File: config.mk
export PLATFORM = sky130hd
export DESIGN_NAME = tabt_eval
export DESIGN_NICKNAME = d
export VERILOG_FILES = /design/src/rtl/core/tree_ancestor_bitmask_table_macros.svh /design/src/rtl/core/tabt_pkg.sv /design/src/rtl/core/tabt_eval.sv
export SDC_FILE = /design/constraint.sdc
export NUM_CORES = 1
export LEC_CHECK = 0
export BUFFER_PORTS_ARGS = -buffer_cell sky130_fd_sc_hd__buf_2
export CAP_MARGIN = 20
export CORE_UTILIZATION = 42
export DETAILED_ROUTE_END_ITERATION = 10
export GPL_ROUTABILITY_DRIVEN = 0
export GPL_TIMING_DRIVEN = 0
export PLACE_DENSITY = 0.92
export SLEW_MARGIN = 25
export SYNTH_ARGS = -nofsm -noshare
export SYNTH_HDL_FRONTEND = slang
export SYNTH_SLANG_ARGS = --single-unit
File: constraint.sdc
create_clock -name vclk -period 4
set_clock_uncertainty 0.2 [all_clocks]
set_input_delay 0.6 -clock vclk [all_inputs]
set_output_delay 0.6 -clock vclk [all_outputs]
set_load 0.005 [all_outputs]
File: src/rtl/core/tree_ancestor_bitmask_table_macros.svh
// Assertion helpers for the ancestor table RTL.
`ifndef TREE_ANCESTOR_BITMASK_TABLE_MACROS_SVH
`define TREE_ANCESTOR_BITMASK_TABLE_MACROS_SVH

`ifndef NO_ASSERTIONS
// same-cycle implication
`define TABT_ASSERT_NOW(lbl, clk, rstn, ante, cons) \
  lbl: assert property (@(posedge clk) disable iff (!rstn) (ante) |-> (cons)) \
    else $error("assertion failed");
// next-cycle implication
`define TABT_ASSERT_NEXT(lbl, clk, rstn, ante, cons) \
  lbl: assert property (@(posedge clk) disable iff (!rstn) (ante) |=> (cons)) \
    else $error("assertion failed");
`else
`define TABT_ASSERT_NOW(lbl, clk, rstn, ante, cons)
`define TABT_ASSERT_NEXT(lbl, clk, rstn, ante, cons)
`endif

`endif

File: src/rtl/core/tabt_pkg.sv
`timescale 1ns / 1ps

package tabt_pkg;

  localparam int MAX_NODES_DEF = 64;

  localparam int NODE_W = 6;
  localparam int PAR_W  = 7;
  localparam int CNT_W  = 7;
  localparam int STAT_W = 2;

  localparam logic [CNT_W-1:0] NODE_COUNT_RST = 7'd64;

  localparam logic MODE_LOAD  = 1'b0;
  localparam logic MODE_QUERY = 1'b1;

  localparam logic [STAT_W-1:0] ST_OK     = 2'd0;
  localparam logic [STAT_W-1:0] ST_TOPO   = 2'd1;
  localparam logic [STAT_W-1:0] ST_REJECT = 2'd2;

  typedef struct packed {
    logic              wr_en;
    logic [STAT_W-1:0] status;
    logic              hit;
    logic [CNT_W-1:0]  count_nxt;
    logic              bad_nxt;
  } eval_t;

endpackage

File: src/rtl/core/tabt_eval.sv
`timescale 1ns / 1ps

module tabt_eval import tabt_pkg::*; #(
  parameter int MAX_NODES = MAX_NODES_DEF
) (
  input  logic                     valid,
  input  logic                     mode,
  input  logic [NODE_W-1:0]        node,
  input  logic signed [PAR_W-1:0]  parent,
  input  logic [NODE_W-1:0]        cand,
  input  logic [CNT_W-1:0]         eff_n,
  input  logic [CNT_W-1:0]         loaded_count,
  input  logic                     build_bad,
  input  logic [MAX_NODES-1:0]     row_in,
  output eval_t                    res,
  output logic [MAX_NODES-1:0]     row_out
);

  localparam int AW = $clog2(MAX_NODES);

  logic                    restart;
  logic [CNT_W-1:0]        cnt_eff;
  logic                    bad_eff;
  logic                    load_ok;
  logic                    node_in;
  logic                    cand_in;
  logic signed [PAR_W-1:0] node_s;
  logic [MAX_NODES-1:0]    own_bit;

  assign restart = (node == '0);
  assign cnt_eff = restart ? '0 : loaded_count;
  assign bad_eff = restart ? 1'b0 : build_bad;
  assign node_in = ({1'b0, node} < eff_n);
  assign cand_in = ({1'b0, cand} < eff_n);
  assign node_s  = $signed({1'b0, node});

  assign load_ok = ({1'b0, node} == cnt_eff) && node_in &&
                   (parent >= -7'sd1) && (parent < node_s);

  assign own_bit = {{(MAX_NODES-1){1'b0}}, 1'b1} << node[AW-1:0];
  assign row_out = ((parent >= 7'sd0) ? row_in : '0) | own_bit;

  always_comb begin
    res.wr_en     = 1'b0;
    res.status    = ST_OK;
    res.hit       = 1'b0;
    res.count_nxt = loaded_count;
    res.bad_nxt   = build_bad;
    if (valid) begin
      case (mode)
        MODE_LOAD: begin
          if (load_ok) begin
            res.wr_en     = 1'b1;
            res.count_nxt = cnt_eff + 7'd1;
            res.bad_nxt   = bad_eff;
          end else begin
            res.status    = ST_TOPO;
            res.count_nxt = cnt_eff;
            res.bad_nxt   = 1'b1;
          end
        end
        MODE_QUERY: begin
          if (!node_in || !cand_in || (loaded_count != eff_n) || build_bad) begin
            res.status = ST_REJECT;
          end else begin
            res.hit = row_in[cand[AW-1:0]];
          end
        end
        default: begin
          res.status = ST_OK;
        end
      endcase
    end
  end

endmodule

==> impl_metrics.yaml <==
drt:
  postRouteAntennaNets: 0
  drt_wl_total_um: 9520
  drtPass1Iterations: 5
  viasPerCell: 5.92
  vias: 3419
  wl_per_cell_um: 16.5
  drc: 0
  drt_iter0_drc: 239
worst_setup_path:
  setup.worst_path.end_class: "primary output"
  slowest_stage: "or3_1"
  criticalPathCategory: "in -> out"
  crit_buf_inv: 4
  cp-start-kind: "input port"
  cp_max_fo: 9
  path_cells: "buf_2 -> or3_1 -> buf_6 -> or2_1 -> clkbuf_1 -> and2_1 -> ha_1 -> and3_1 -> nor3b_1 -> a221o_1 -> buf_2"
  path_delay_family: "simple AND/OR/NAND/NOR gates"
  cpMostUsedCell: "buf_2"
  worst_ep_arrival_time_ps: 2940
  crit_required_ps: 3200
  slowest_delay_ps: 390
place:
  place_inst: 578
  io_buffers: 172
  post-dp-hpwl_um: 7780
global_route:
  top_usage_layer: "met2"
  grt_use_met3_pct: 0.803
  antenna_found_initial: 0
  grt_pass1_vias: 2748
  grt_usage_pct: 31.4
  grt_pass1_wl_um: 13400
  grt_max_degree: 11
  grt_overflow: 0
  met1_usage_pct: 42.3
  use_met2_pct: 56.0
sta:
  rsz0062_at_grt: "false"
  period_share_pct: 93.4
  final_max_slew_viol_count: 0
  setup_tns_ps: 0
  timing.fmax_mhz: 268
  finalSetupViolations: 0
  period_needed_ps: 3740
  tightest_slew_ps: 631
  hold_violations: 0
  slew-limit-headroom_pct: 57.9
yosys:
  synth_nets: 452
  synth_cell_types: 52
  ys_seq_area_share_pct: 0
  netlist_area_um2: 2220
  syn_avg_cell_area_um2: 6.62
  synthCells: 336
  ys_warn_count: 0
final_layout:
  ff_latch_area_um2: 0
  final_net_count: 626
  seq_cells: 0
  clock_buffers: 0
  final_common_cell: "buf_2"
  multi_input_area_um2: 1820
  final_cells: 578
  layout-area-overhead-vs-synth_pct: 42.6
  fill_cells: 494
  diodes: 0
  drive_gt1_share_pct: 38.4
  layout_common_cells: "buf_2, inv_1, o22ai_1"
hold_path:
  hold_class: "in -> out"
  holdPathStages: 3
  hold_end: "res[0]"
  worstHoldStart: "build_bad"
floorplanning:
  row_count: 26
  die_height_um: 74.8
  die_area_um2: 5590
  ios: 176
  initial_utilization_pct: 43.6
  die_w_um: 74.8
  core-area_um2: 5110
power_and_ir_drop:
  pwr-share-clk_pct: 0
  seqPwrFrac_pct: 0
  ir_drop_v: 0.0000513
  cellLeakagePower_nw: 1.82
  switchingPower_uw: 176
  powerDensity_nw_per_um2: 104
  switching_share_pct: 53.2
  internal_power_uw: 155
  combPwrFrac_pct: 100.0
clock_network:
  ctsHoldBuffers: 0
  cts_resized: 0
  cts_setup_buffers: 0
job:
  max_cap_violations: 0
run_status:
  outcome: "completed"
final cells by class:
class	count	area share, %
buffer	25	3.67
inverter	78	9.23
multi-input combinational	233	57.2
tap	70	2.76
timing repair buffer	172	27.1
power groups by stage:
| stage | clock (mW) | combinational [mW] | sequential, mW |
|---|---|---|---|
| after floorplan | 0 | 0.178 | 0 |
| after global placement | 0 | 0.316 | 0 |
| after detailed placement | 0 | 0.325 | 0 |
| after CTS | 0 | 0.327 | 0 |
| after global routing | 0 | 0.363 | 0 |
| final | 0 | 0.331 | 0 |
stage by stage:
step,util [%],hold WS [ps],power (mW),area (µm²),setup slack (ps)
after floorplan,-,1100,0.178,2220,693
after global placement,62.1,1280,0.316,3170,324
after detailed placement,62.1,1280,0.325,3170,282
after CTS,62.1,1280,0.327,3170,285
after global routing,62.1,1300,0.363,3170,154
final,62.1,1290,0.331,3170,263
cells in the mapped netlist (2+ instances only):
master,count,area [µm²]
inv_1,77,289
o22ai_1,64,400
ha_1,16,200
nand3_1,15,75.1
clkbuf_1,13,48.8
mux4_2,12,270
nand2_1,12,45.0
a21oi_1,10,50.1
mux2i_1,8,80.1
nand2b_1,7,43.8
nor2_1,7,26.3
buf_1,6,22.5
a21o_1,5,37.5
and3_1,5,31.3
nor2b_1,5,31.3
o21ai_0,5,25.0
or3_1,5,31.3
nand4_1,4,25.0
nor3_1,4,20.0
o2111ai_1,4,35.0
a211oi_1,3,22.5
a31oi_1,3,18.8
buf_2,3,15.0
nor4_1,3,18.8
o211ai_1,3,22.5
xnor2_1,3,26.3
xor2_1,3,26.3
a22o_1,2,17.5
a22oi_1,2,15.0
a2bb2oi_1,2,17.5
and2_1,2,12.5
buf_6,2,22.5
nand4b_1,2,17.5
worst max-delay path by stage:
stage,cells after the start,to,from
6_report,11,res[5],node[5]
5_1_grt,11,res[5],node[5]
4_1_cts,11,res[5],node[5]
3_5_place_dp,11,res[5],node[1]
3_3_place_gp,11,res[5],node[3]
2_1_floorplan,9,res[5],node[0]
per-layer routing:
layer | part of all wire [%] | vias up
li1 | - | 1588
met1 | 42 | 1593
met2 | 50 | 225
met3 | 7.5 | 13
met4 | 0.71 | 0
met5 | 0 | -
cell families after synthesis:
kind of cell	share of synthesized area, %
AOI/OAI and AO/OA	34.0
adders and majority gates	9.00
buffers and inverters	18.4
and+or+nand+nor	20.5
muxes	15.7
xor gates and xnor gates	2.36
Power figures use the tool's default switching activity.
