**src/rtl/core/tree_ancestor_bitmask_table_macros.svh**
```systemverilog
// Assertion helpers for the ancestor table RTL.
`ifndef TREE_ANCESTOR_BITMASK_TABLE_MACROS_SVH
`define TREE_ANCESTOR_BITMASK_TABLE_MACROS_SVH

`ifndef NO_ASSERTIONS
// same-cycle implication
`define TABT_ASSERT_NOW(lbl, clk, rstn, ante, cons) \
  lbl: assert property (@(posedge clk) disable iff (!rstn) (ante) |-> (cons)) \
    else $error("assertion failed");
// next-cycle implication
`define TABT_ASSERT_NEXT(lbl, clk, rstn, ante, cons) \
  lbl: assert property (@(posedge clk) disable iff (!rstn) (ante) |=> (cons)) \
    else $error("assertion failed");
`else
`define TABT_ASSERT_NOW(lbl, clk, rstn, ante, cons)
`define TABT_ASSERT_NEXT(lbl, clk, rstn, ante, cons)
`endif

`endif

```
**src/rtl/core/tabt_pkg.sv**
```systemverilog
`timescale 1ns / 1ps

package tabt_pkg;

  localparam int MAX_NODES_DEF = 64;

  localparam int NODE_W = 6;
  localparam int PAR_W  = 7;
  localparam int CNT_W  = 7;
  localparam int STAT_W = 2;

  localparam logic [CNT_W-1:0] NODE_COUNT_RST = 7'd64;

  localparam logic MODE_LOAD  = 1'b0;
  localparam logic MODE_QUERY = 1'b1;

  localparam logic [STAT_W-1:0] ST_OK     = 2'd0;
  localparam logic [STAT_W-1:0] ST_TOPO   = 2'd1;
  localparam logic [STAT_W-1:0] ST_REJECT = 2'd2;

  typedef struct packed {
    logic              wr_en;
    logic [STAT_W-1:0] status;
    logic              hit;
    logic [CNT_W-1:0]  count_nxt;
    logic              bad_nxt;
  } eval_t;

endpackage

```
**src/rtl/core/tabt_row_mem.sv**
```systemverilog
`timescale 1ns / 1ps

module tabt_row_mem import tabt_pkg::*; #(
  parameter int MAX_NODES = MAX_NODES_DEF
) (
  input  logic                         clk,
  input  logic                         rst_n,
  input  logic                         rd_en,
  input  logic [$clog2(MAX_NODES)-1:0] rd_addr,
  input  logic                         wr_en,
  input  logic [$clog2(MAX_NODES)-1:0] wr_addr,
  input  logic [MAX_NODES-1:0]         wr_data,
  output logic [MAX_NODES-1:0]         rd_data
);

  logic [MAX_NODES-1:0] mem [MAX_NODES];
  logic [MAX_NODES-1:0] rdata_r;
  logic [MAX_NODES-1:0] fwd_data_r;
  logic                 fwd_r;

  always_ff @(posedge clk) begin
    if (wr_en) begin
      mem[wr_addr] <= wr_data;
    end
    if (rd_en) begin
      rdata_r <= mem[rd_addr];
    end
    fwd_data_r <= wr_data;
  end

  // a row written in the same cycle it is read comes from the write bus
  always_ff @(posedge clk) begin
    if (!rst_n) begin
      fwd_r <= 1'b0;
    end else if (rd_en) begin
      fwd_r <= wr_en && (wr_addr == rd_addr);
    end
  end

  assign rd_data = fwd_r ? fwd_data_r : rdata_r;

endmodule

```
**config.mk**
```make
export PLATFORM = sky130hd
export DESIGN_NAME = tabt_row_mem
export DESIGN_NICKNAME = d
export VERILOG_FILES = /design/src/rtl/core/tree_ancestor_bitmask_table_macros.svh /design/src/rtl/core/tabt_pkg.sv /design/src/rtl/core/tabt_row_mem.sv
export SDC_FILE = /design/constraint.sdc
export NUM_CORES = 2
export LEC_CHECK = 0
export BUFFER_PORTS_ARGS = -buffer_cell sky130_fd_sc_hd__buf_2
export CAP_MARGIN = 20
export CORE_UTILIZATION = 30
export CTS_BUF_LIST = sky130_fd_sc_hd__clkbuf_4 sky130_fd_sc_hd__clkbuf_8
export CTS_CLUSTER_DIAMETER = 30
export DETAILED_ROUTE_END_ITERATION = 7
export PLACE_DENSITY = 0.52
export SYNTH_ARGS = -nofsm -noshare
export SYNTH_HDL_FRONTEND = slang
export SYNTH_SLANG_ARGS = --single-unit
export TNS_END_PERCENT = 5
```
**constraint.sdc**
```tcl
create_clock -name clk -period 15.2 [get_ports clk]
set_input_delay 0.76 -clock clk [delete_from_list [all_inputs] [get_ports clk]]
set_output_delay 0.76 -clock clk [all_outputs]
set_load 0.02 [all_outputs]
```
==> impl_metrics.tcl <==
set metrics [dict create \
    synth-edff-count 4160 \
    cp_top_family "buffers and inverters" \
    slowest_stage "buf_4" \
    final_nets 7615 \
    cts_tree "done" \
    grt_start_max_net_pins 112 \
    min_period_ns 4.345 \
    synth.cell_area_um2 158500 \
    syn_nets 6743 \
    io_buffers 143 \
    die_h_um 729.0 \
    relSlewSlack 0.1990 \
    power_frac_seq 0.478 \
    grt_overflow 0 \
    synth.ff_latch_count 4225 \
    min_path_cells 1 \
    post_cts_buffers 0 \
    crit_buf_inv 2 \
    power_frac_comb 0.044 \
    swShare 0.2237 \
    start_util 0.3017 \
    cts_buffers 836 \
    peakVddDrop_mv 0.1074 \
    place_ws_ns 9.478 \
    power.net_switching_w 0.006055 \
    slew_viol_final 0 \
    worstPathMaxFanout 32 \
    max_cap_viol_count 0 \
    power_w 0.02707 \
    crit_cells 3 \
    cp-end-kind "output pin" \
    async_reset_ff_frac 0 \
    cp-start-kind "register" \
    cts_root_buf "clkbuf_8" \
    syn2layout_area_growth_pct 19.15 \
    cts_max_level 6 \
    placed_cell_area_um2 168900 \
    grt_usage 0.1947 \
    antenna_found_initial 64 \
    ys_types 36 \
    die_w_um 729.0 \
    clock_skew_ns 0.05918 \
    synth-seq-area-share 0.7961 \
    wire_per_inst_um 34.66 \
    clkSinkCount 4225 \
    synth_cells 6663 \
    min_period_over_period 0.2859 \
    hold_path_class "input pin to register" \
    p_int_w 0.02101 \
    remaining_drc_errors 0 \
    setup_violations 0 \
    place_hpwl_mm 264.8 \
    vias 81520 \
    powerDensity_nw_per_um2 143.3 \
    drive_gt1_frac 0.3624 \
    power.share.clock 0.478 \
    status "finished clean" \
    yosys_warnings 0 \
    tightest_slew_ns 1.202 \
    utilization 0.3595 \
    synth.avg_cell_area_um2 23.79 \
    power.leakage_nw 59.01 \
    hold_viol_final 0 \
    critPathRequiredTime_ns 14.44 \
    place_congestion 0.7598 \
    nFillCells 47910 \
    reg2regPathDepth 4 \
    cp.arrival_ns 3.59 \
    routed_wl_mm 529.7 \
    clk_path_buf_depth 4 \
    dr.pass1.iters 5 \
    cp_slowest_stage_delay_ns 0.79 \
    grt_pass1_vias 82920 \
    ios 144 \
    synth_flop_cell "edfxtp_1" \
    antenna_left 0 \
    core-area_um2 525500 \
    rows 266 \
    rsz0062_at_grt "false" \
    finalInstanceArea_um2 188900 \
    critPathKind "register to output pin" \
    path_clk_slew_ns 0.05 \
    postLayoutSetupSlackWorst_ns 10.85 \
    tns_ns 0 \
    die_area_um2 531400 \
    dr.first_iter.drc_count 10540 \
    grt_pass1_wl_mm 711.6 \
    routed_via_density 5.334 \
    clock_latency_ns 1.27 \
    max_freq_mhz 230.1 \
    timing.critical_path.cells "buf_4 > mux2_2 > buf_2" \
]
sequential cells by signal (all words and copies together), names as in the netlist:
name	count
mem	4096
fwd_data_r	64
rdata_r	64
fwd_r	1
stage by stage:
stage	cells	hold WS [ns]
5_1_grt	15250	0.1389
6_report	15280	0.1384
3_3_place_gp	13600	0.8775
3_5_place_dp	13610	0.8955
2_1_floorplan	6663	0.7877
4_1_cts	15170	0.01644
placed cells by master, fill, tap and decap left out, types with 61 or more instances in the layout:
cell type / count
mux2_2: 64
o221ai_1: 96
nor2_4: 64
nor2_1: 68
o22ai_1: 95
mux2i_1: 65
buf_4: 187
dfxtp_1: 64
clkinv_2: 150
bufinv_16: 112
clkinv_1: 136
clkinvlp_4: 61
nand3_1: 103
o211a_1: 64
clkbuf_8: 860
edfxtp_1: 4160
mux4_2: 1024
clkbuf_4: 170
a22oi_1: 256
buf_2: 138
buf_12: 61
cell families (layout without fill, tap and decap cells):
family | after synthesis | count (layout) | synth area share
compound gates | 576 | 576 | 0.02780
xor+xnor | 6 | 6 | 0.0003315
buf+inv | 388 | 1982 | 0.01185
flops | 4225 | 4225 | 0.7961
mux | 1153 | 1153 | 0.1541
other cells | 0 | 59 | 0
simple gates | 315 | 315 | 0.009778
final timing paths:
kind | start | endpoint | slack [ns]
worst min register to register | mem[31][42] | rdata_r[42] | 0.88
worst max register to register | mem[56][4] | rdata_r[4] | 13.19
worst max-delay path | fwd_r | rd_data[37] | 10.85
worst min-delay path | wr_data[9] | fwd_data_r[9] | 0.14
repair_timing:
action                                  4_1_cts  5_1_grt
endpoints found under the setup margin        0        0
resized for setup                             0        0
hold endpoints to repair                     19      242
hold buffers                                  3       27
worst register-to-register path: cells and delay by family (launching register included):
| kind | cells | cell delay (ns) |
|---|---|---|
| and+or+nand+nor | 1 | 0.12 |
| DFF | 1 | 0.38 |
| AOI/OAI and AO/OA | 2 | 0.76 |
| muxes | 1 | 0.47 |
power groups by stage:
| stage | sequential [W] | clock [W] | combinational [W] |
|---|---|---|---|
| global route | 0.0130 | 0.0136 | 0.00125 |
| floorplan | 0.0132 | 0 | 0.000627 |
| CTS | 0.0130 | 0.0131 | 0.00118 |
| finish | 0.0130 | 0.0129 | 0.00119 |
| detailed placement | 0.0132 | 0 | 0.00118 |
| global placement | 0.0132 | 0 | 0.00116 |
per-layer routing:
layer / wire [um] / part of all wire / global-route usage
met1: 208000 / 0.39 / 0.2559
met3: 44930 / 0.085 / 0.03770
met4: 19270 / 0.036 / 0.07064
met2: 257400 / 0.49 / 0.3218
met5: 121 / 0.00023 / 0
synth_stat cells (12+ instances only):
cell | number | area (um^2)
mux2i_1 | 65 | 650.6
o221ai_1 | 96 | 840.8
dfxtp_1 | 65 | 1301
mux2_2 | 64 | 720.7
o211a_1 | 64 | 640.6
nand3b_1 | 35 | 262.8
buf_1 | 12 | 45.04
edfxtp_1 | 4160 | 124900
a22oi_1 | 256 | 1922
clkbuf_1 | 158 | 593.1
mux4_2 | 1024 | 23060
nand3_1 | 103 | 515.5
o22ai_1 | 95 | 594.3
a211oi_1 | 31 | 232.7
nor2_1 | 132 | 495.5
a21oi_1 | 32 | 160.2
buf_4 | 37 | 277.8
buf_2 | 172 | 860.8
cell type report:
type                       instances  area, um^2  area share
clock buffer                    1030       13110     0.06941
sequential                      4225      126200      0.6682
multi-input combinational       2050       31030      0.1642
tap                             6968        8718     0.04615
clock inverter                   530        5937     0.03143
timing repair buffer             422        3740     0.01980
antenna                           59       147.6   0.0007816
No activity file was read; power rests on OpenSTA's default activity.
